File: config.mk
export PLATFORM = sky130hd
export DESIGN_NAME = yuv_pair_to_rgb_top
export DESIGN_NICKNAME = d
export VERILOG_FILES = /design/src/rtl/yp2r_pkg.sv /design/src/rtl/yp2r_chan.sv /design/src/rtl/yuv_pair_to_rgb_top.sv
export SDC_FILE = /design/constraint.sdc
export NUM_CORES = 2
export LEC_CHECK = 0
export ABC_AREA = 1
export BUFFER_PORTS_ARGS = -buffer_cell sky130_fd_sc_hd__buf_2
export CORE_MARGIN = 5
export CORE_UTILIZATION = 45
export DETAILED_ROUTE_END_ITERATION = 10
export GPL_ROUTABILITY_DRIVEN = 0
export PLACE_DENSITY_LB_ADDON = 0.05
export REMOVE_ABC_BUFFERS = 1
export SETUP_SLACK_MARGIN = 0.5
export SYNTH_ARGS = -nofsm -noshare
export SYNTH_HDL_FRONTEND = slang
export SYNTH_SLANG_ARGS = --single-unit
File: constraint.sdc
create_clock -name clk_i -period 5.8 [get_ports clk_i]
set_input_delay 0.58 -clock clk_i [delete_from_list [all_inputs] [get_ports clk_i]]
set_output_delay 0.58 -clock clk_i [all_outputs]
set_load 0.01 [all_outputs]
File: src/rtl/yp2r_pkg.sv
// ----------------------------------------------------------------------------
// yp2r_pkg
// Shared widths, register indexes and reset values for the YUV pair to RGB
// converter.
// ----------------------------------------------------------------------------
`timescale 1ns / 1ps
`default_nettype none

package yp2r_pkg;

  localparam int unsigned CFG_IDX_W  = 3;
  localparam int unsigned CFG_DATA_W = 19;
  localparam int unsigned GAIN_W     = 18;
  localparam int unsigned COEF_W     = 19;

  // luma term after >>13, chroma green sum width
  localparam int unsigned LUMA_T_W   = 13;
  localparam int unsigned CHROMA_T_W = 15;

  localparam logic [CFG_IDX_W-1:0] REG_LUMA_GAIN  = 3'd0;
  localparam logic [CFG_IDX_W-1:0] REG_U_TO_BLUE  = 3'd1;
  localparam logic [CFG_IDX_W-1:0] REG_U_TO_GREEN = 3'd2;
  localparam logic [CFG_IDX_W-1:0] REG_V_TO_GREEN = 3'd3;
  localparam logic [CFG_IDX_W-1:0] REG_V_TO_RED   = 3'd4;

  localparam logic        [GAIN_W-1:0] LUMA_GAIN_RST  = 18'd76309;
  localparam logic signed [COEF_W-1:0] U_TO_BLUE_RST  = 19'sd132201;
  localparam logic signed [COEF_W-1:0] U_TO_GREEN_RST = -19'sd25674;
  localparam logic signed [COEF_W-1:0] V_TO_GREEN_RST = -19'sd53278;
  localparam logic signed [COEF_W-1:0] V_TO_RED_RST   = 19'sd104597;

  localparam logic [7:0] BLACK_LEVEL   = 8'd16;
  localparam logic [7:0] CHROMA_OFFSET = 8'd128;

endpackage

`default_nettype wire

File: src/rtl/yp2r_chan.sv
// ----------------------------------------------------------------------------
// yp2r_chan
// One color channel: luma term plus chroma term, floor shift by 3 and
// saturation to 0..255.
// ----------------------------------------------------------------------------
`timescale 1ns / 1ps
`default_nettype none

module yp2r_chan import yp2r_pkg::*; (
  input  wire logic        [LUMA_T_W-1:0]   luma_i,
  input  wire logic signed [CHROMA_T_W-1:0] chroma_i,
  output      logic        [7:0]            chan_o
);

  logic signed [16:0] sum;
  logic signed [13:0] shifted;

  always_comb begin
    sum     = $signed({4'b0000, luma_i}) + $signed({{2{chroma_i[CHROMA_T_W-1]}}, chroma_i});
    shifted = sum[16:3];
    if (shifted[13]) begin
      chan_o = 8'd0;
    end else if (|shifted[12:8]) begin
      chan_o = 8'd255;
    end else begin
      chan_o = shifted[7:0];
    end
  end

endmodule

`default_nettype wire

File: src/rtl/yuv_pair_to_rgb_top.sv
// ----------------------------------------------------------------------------
// yuv_pair_to_rgb_top
// BT.601 limited-range YCbCr to RGB for one horizontal pixel pair.
// ----------------------------------------------------------------------------
// throughput: one pixel pair per clock while stall_i is low, four register stages
//   (offset, multiply, shift and sum, saturate) each with its own valid bit
// a stall only freezes stages that are full, bubbles still close up
// reset clears all valid bits and loads the default BT.601 coefficients
`timescale 1ns / 1ps
`default_nettype none

module yuv_pair_to_rgb_top import yp2r_pkg::*; (
  input  wire logic                  clk_i,
  input  wire logic                  rst_ni,
  input  wire logic                  cfg_we_i,
  input  wire logic [CFG_IDX_W-1:0]  cfg_idx_i,
  input  wire logic [CFG_DATA_W-1:0] cfg_data_i,
  input  wire logic                  valid_i,
  output      logic                  stall_o,
  input  wire logic [7:0]            luma_even_i,
  input  wire logic [7:0]            luma_odd_i,
  input  wire logic [7:0]            chroma_u_i,
  input  wire logic [7:0]            chroma_v_i,
  output      logic                  valid_o,
  input  wire logic                  stall_i,
  output      logic [7:0]            red_even_o,
  output      logic [7:0]            green_even_o,
  output      logic [7:0]            blue_even_o,
  output      logic [7:0]            red_odd_o,
  output      logic [7:0]            green_odd_o,
  output      logic [7:0]            blue_odd_o
);

  // configuration registers
  logic        [GAIN_W-1:0] luma_gain_q;
  logic signed [COEF_W-1:0] u_to_blue_q, u_to_green_q, v_to_green_q, v_to_red_q;

  always_ff @(posedge clk_i or negedge rst_ni) begin
    if (!rst_ni) begin
      luma_gain_q  <= LUMA_GAIN_RST;
      u_to_blue_q  <= U_TO_BLUE_RST;
      u_to_green_q <= U_TO_GREEN_RST;
      v_to_green_q <= V_TO_GREEN_RST;
      v_to_red_q   <= V_TO_RED_RST;
    end else if (cfg_we_i) begin
      case (cfg_idx_i)
        REG_LUMA_GAIN:  luma_gain_q  <= cfg_data_i[GAIN_W-1:0];
        REG_U_TO_BLUE:  u_to_blue_q  <= $signed(cfg_data_i);
        REG_U_TO_GREEN: u_to_green_q <= $signed(cfg_data_i);
        REG_V_TO_GREEN: v_to_green_q <= $signed(cfg_data_i);
        REG_V_TO_RED:   v_to_red_q   <= $signed(cfg_data_i);
        default: ;
      endcase
    end
  end

  // stage valid bits and advance enables
  logic s1_vld_q, s2_vld_q, s3_vld_q, s4_vld_q;
  logic s1_en, s2_en, s3_en, s4_en;

  assign s4_en   = !s4_vld_q || !stall_i;
  assign s3_en   = !s3_vld_q || s4_en;
  assign s2_en   = !s2_vld_q || s3_en;
  assign s1_en   = !s1_vld_q || s2_en;
  assign stall_o = !s1_en;
  assign valid_o = s4_vld_q;

  always_ff @(posedge clk_i or negedge rst_ni) begin
    if (!rst_ni) begin
      s1_vld_q <= 1'b0;
      s2_vld_q <= 1'b0;
      s3_vld_q <= 1'b0;
      s4_vld_q <= 1'b0;
    end else begin
      if (s1_en) s1_vld_q <= valid_i;
      if (s2_en) s2_vld_q <= s1_vld_q;
      if (s3_en) s3_vld_q <= s2_vld_q;
      if (s4_en) s4_vld_q <= s3_vld_q;
    end
  end

  // stage 1: remove black level and chroma offset
  logic        [7:0] yoff_e_d, yoff_e_q, yoff_o_d, yoff_o_q;
  logic signed [8:0] uc_d, uc_q, vc_d, vc_q;

  always_comb begin
    yoff_e_d = (luma_even_i < BLACK_LEVEL) ? 8'd0 : luma_even_i - BLACK_LEVEL;
    yoff_o_d = (luma_odd_i < BLACK_LEVEL) ? 8'd0 : luma_odd_i - BLACK_LEVEL;
    uc_d     = $signed({1'b0, chroma_u_i}) - $signed({1'b0, CHROMA_OFFSET});
    vc_d     = $signed({1'b0, chroma_v_i}) - $signed({1'b0, CHROMA_OFFSET});
  end

  always_ff @(posedge clk_i) begin
    if (s1_en && valid_i) begin
      yoff_e_q <= yoff_e_d;
      yoff_o_q <= yoff_o_d;
      uc_q     <= uc_d;
      vc_q     <= vc_d;
    end
  end

  // stage 2: products
  logic        [25:0] pe_d, pe_q, po_d, po_q;
  logic signed [26:0] pb_d, pb_q, pgu_d, pgu_q, pgv_d, pgv_q, pr_d, pr_q;

  always_comb begin
    pe_d  = luma_gain_q * yoff_e_q;
    po_d  = luma_gain_q * yoff_o_q;
    pb_d  = u_to_blue_q * uc_q;
    pgu_d = u_to_green_q * uc_q;
    pgv_d = v_to_green_q * vc_q;
    pr_d  = v_to_red_q * vc_q;
  end

  always_ff @(posedge clk_i) begin
    if (s2_en && s1_vld_q) begin
      pe_q  <= pe_d;
      po_q  <= po_d;
      pb_q  <= pb_d;
      pgu_q <= pgu_d;
      pgv_q <= pgv_d;
      pr_q  <= pr_d;
    end
  end

  // stage 3: floor shift by 13, green terms summed
  // chroma terms stay inside 14 signed bits, so the 15-bit wrap never acts
  logic        [LUMA_T_W-1:0]   le_q, lo_q;
  logic signed [CHROMA_T_W-1:0] cb_d, cb_q, cg_d, cg_q, cr_d, cr_q;

  always_comb begin
    cb_d = $signed({pb_q[26], pb_q[26:13]});
    cr_d = $signed({pr_q[26], pr_q[26:13]});
    cg_d = $signed({pgu_q[26], pgu_q[26:13]}) + $signed({pgv_q[26], pgv_q[26:13]});
  end

  always_ff @(posedge clk_i) begin
    if (s3_en && s2_vld_q) begin
      le_q <= pe_q[25:13];
      lo_q <= po_q[25:13];
      cb_q <= cb_d;
      cg_q <= cg_d;
      cr_q <= cr_d;
    end
  end

  // stage 4: channel sums and saturation into the output register
  logic [7:0] re_d, ge_d, be_d, ro_d, go_d, bo_d;

  yp2r_chan u_chan_re (.luma_i(le_q), .chroma_i(cr_q), .chan_o(re_d));
  yp2r_chan u_chan_ge (.luma_i(le_q), .chroma_i(cg_q), .chan_o(ge_d));
  yp2r_chan u_chan_be (.luma_i(le_q), .chroma_i(cb_q), .chan_o(be_d));
  yp2r_chan u_chan_ro (.luma_i(lo_q), .chroma_i(cr_q), .chan_o(ro_d));
  yp2r_chan u_chan_go (.luma_i(lo_q), .chroma_i(cg_q), .chan_o(go_d));
  yp2r_chan u_chan_bo (.luma_i(lo_q), .chroma_i(cb_q), .chan_o(bo_d));

  always_ff @(posedge clk_i) begin
    if (s4_en && s3_vld_q) begin
      red_even_o   <= re_d;
      green_even_o <= ge_d;
      blue_even_o  <= be_d;
      red_odd_o    <= ro_d;
      green_odd_o  <= go_d;
      blue_odd_o   <= bo_d;
    end
  end

  // input back-pressure only when every stage holds a word
  a_stall_full: assert property (@(posedge clk_i) disable iff (!rst_ni)
    stall_o |-> (s1_vld_q && s2_vld_q && s3_vld_q && s4_vld_q))
    else $error("stall raised with a free stage");

  a_accept_lands: assert property (@(posedge clk_i) disable iff (!rst_ni)
    (valid_i && !stall_o) |=> s1_vld_q)
    else $error("accepted word missing from first stage");

  a_hold_blocked: assert property (@(posedge clk_i) disable iff (!rst_ni)
    (s2_vld_q && !s3_en) |=> (s2_vld_q && $stable(pb_q) && $stable(pe_q)))
    else $error("blocked stage lost its word");

  a_black_level: assert property (@(posedge clk_i) disable iff (!rst_ni)
    (valid_i && !stall_o && (luma_even_i < BLACK_LEVEL)) |=> (yoff_e_q == 8'd0))
    else $error("luma below black level not clamped");

endmodule

`default_nettype wire
==> out/qor.csv <==
metric;value;unit
synthesis.area;49000;µm²
cts_tree;yes;
postCtsHoldBufs;0;
max_freq;197;MHz
final_common_cell;nand2_1;
avgSynthCellArea;7.85;µm²
cp.arrival;5.49;ns
multi_input_area;33000;µm²
rows;121;
via_per_inst;4.95;
cts_buffers;45;
cp-start-kind;flop;
place_ws;0.392;ns
insertion_delay;0.62;ns
grt_pass1_vias;39282;
rr_startpoint;v_to_red_q[18]$_DFFE_PN0P_;
cp-startpoint;v_to_red_q[18]$_DFFE_PN0P_;
clk_pin_slew_worst_paths;0.06;ns
cts_num_sinks;329;
relSlewSlack;0.324;
layout_setup_ws;0.728;ns
yosysWarnings;0;
die_x;340;µm
core;109000;µm²
root_buffer;clkbuf_16;
status;complete, no violations;
wire_per_inst;18.0;µm
maxSlewViolCount;0;
io-pin-count;109;
grt_max_degree;56;
grt_pass1_wl;221000;µm
num_vias;38104;
async_reset_ff_frac;0.298;
fin_cells;7697;
fin_nets;7412;
hold_class;primary input to async pin;
die-area;116000;µm²
grt_use_total;0.243;
grt_overflow;0;
synth_flop_cell;edfxtp_1;
final_cell_mix;1865 x nand2_1, 1497 x inv_1, 734 x fa_1;
drv_cap;0;
place_inst;7595;
clock_path_buffers;3;
ys_types;49;
required;6.22;ns
first_pass_iters;6;
finalHoldViolCount;0;
seq_area_frac_synth;0.193;
setup_viol;0;
crit_path_end_kind;flop;
grt_antenna_before_repair;5;
yosys_register_bits;329;
period_needed;5.07;ns
fillers;10844;
drt_wl_total;139000;µm
synth-edff-count;231;
crit_fanout;9;
synthCells;6245;
hpwlAfterDp;111000;µm
r2r_cells;17;
die_y;340;µm
rsz0062_at_grt;yes;
h-tree-depth;2;
tightest_slew;1.01;ns
drc_errors;0;
skew;0.0302;ns
path_class;flop to flop;
start_util;0.451;
drt-initial-drc-count;2182;
io_buffers;108;
area_growth;7.62;%
regArea;9450;µm²
ant_nets;0;
fin_crit_sh;0.875;
drive_gt1_frac;0.0608;
-- critical path, cell delays in order (launching register included) --
cell and delay (ns):
dfrtp_2 0.52, nand2_1 0.27, fa_1 0.69, inv_1 0.13
fa_1 0.47, fa_1 0.54, inv_1 0.05, fa_1 0.47
inv_1 0.04, ha_1 0.26, ha_1 0.36, nand2_1 0.11
nor2_1 0.16, inv_1 0.07, nor2_1 0.17, nand4_1 0.16
nand3_1 0.15, xor2_1 0.27
-- cells in the mapped netlist, drive strengths merged, types with 2 or more instances --
master / instances / area share
a21boi: 5 / 0.00077
fa: 735 / 0.30
a31oi: 8 / 0.0010
inv: 1513 / 0.12
buf: 71 / 0.0065
nor2: 297 / 0.024
o21a: 9 / 0.0014
clkbuf: 164 / 0.013
nand3b: 14 / 0.0021
a21oi: 191 / 0.020
ha: 374 / 0.096
o21ai: 180 / 0.018
nand3: 183 / 0.020
dfrtp: 52 / 0.027
o21bai: 21 / 0.0034
nor3b: 2 / 0.00031
xnor2: 57 / 0.010
nand4: 37 / 0.0047
xor2: 72 / 0.013
or2: 17 / 0.0022
edfxtp: 231 / 0.14
nand2: 1879 / 0.14
dfstp: 46 / 0.025
and2: 3 / 0.00038
nor3: 51 / 0.0055
nor4: 12 / 0.0015
a21o: 14 / 0.0021
-- layout make-up --
cell class                      instances  share of cell area
Multi-Input combinational cell       4167               0.625
Inverter                             1514               0.108
Antenna cell                            3            0.000142
Clock inverter                         33             0.00686
Tap cell                             1414              0.0335
Sequential cell                       329               0.179
Clock buffer                           50              0.0217
Timing Repair Buffer                  187              0.0254
-- cells by family after synthesis --
family                     after synthesis  share of synthesized area
AOI/OAI and AO/OA                      432                     0.0475
xor gates and xnor gates               129                     0.0231
adders and majority gates             1109                      0.396
buffers and inverters                 1749                      0.135
DFF                                    329                      0.193
and+or+nand+nor                       2497                      0.206
-- worst paths after layout --
kind	slack, ns	to
max	0.73	pr_q[22]$_DFFE_PP_
min in group clk_i	0.13	vc_q[5]$_DFFE_PP_
min	0.03	s3_vld_q$_DFFE_PN0P_
min reg2reg	0.40	lo_q[6]$_DFFE_PP_
max reg2reg	0.73	pr_q[22]$_DFFE_PP_
max in group asynchronous	4.48	u_to_green_q[3]$_DFFE_PN0P_
-- per-layer routing --
| layer | wire, µm | up-vias | global-route usage |
|---|---|---|---|
| met5 | 0 | - | 0 |
| met4 | 3530 | 0 | 0.0590 |
| met3 | 7650 | 157 | 0.0382 |
| met2 | 66000 | 839 | 0.416 |
| met1 | 61300 | 18566 | 0.326 |
| li1 | - | 18542 | - |
-- repair_timing --
item	in CTS	in global routing
setup buffers	7	8
gates cloned	0	1
setup endpoints to repair	1	21
resized for setup	2	5
pin swaps	0	0
-- registers in the layout, summed over array words and instances, names as in the netlist, 13 cells and up --
signal,cells
cg_q,15
pb_q,14
le_q,13
cr_q,14
pr_q,14
u_to_green_q,19
po_q,13
pe_q,13
v_to_red_q,19
pgv_q,14
cb_q,14
pgu_q,14
u_to_blue_q,19
luma_gain_q,18
lo_q,13
v_to_green_q,19
-- metrics by stage --
stage	cell area, µm²	hold slack [ns]	util	setup TNS (ns)
CTS	52600	0.0206	0.484	0
global placement	51000	0.402	0.470	0
finish	52700	0.0340	0.486	0
global route	52700	0.0561	0.486	0
detailed placement	51000	0.405	0.470	0
floorplan	48100	0.284	-	-2.09
Power is not shown: default switching activity piles up to over one toggle a cycle in this logic, so the estimate is an artifact.
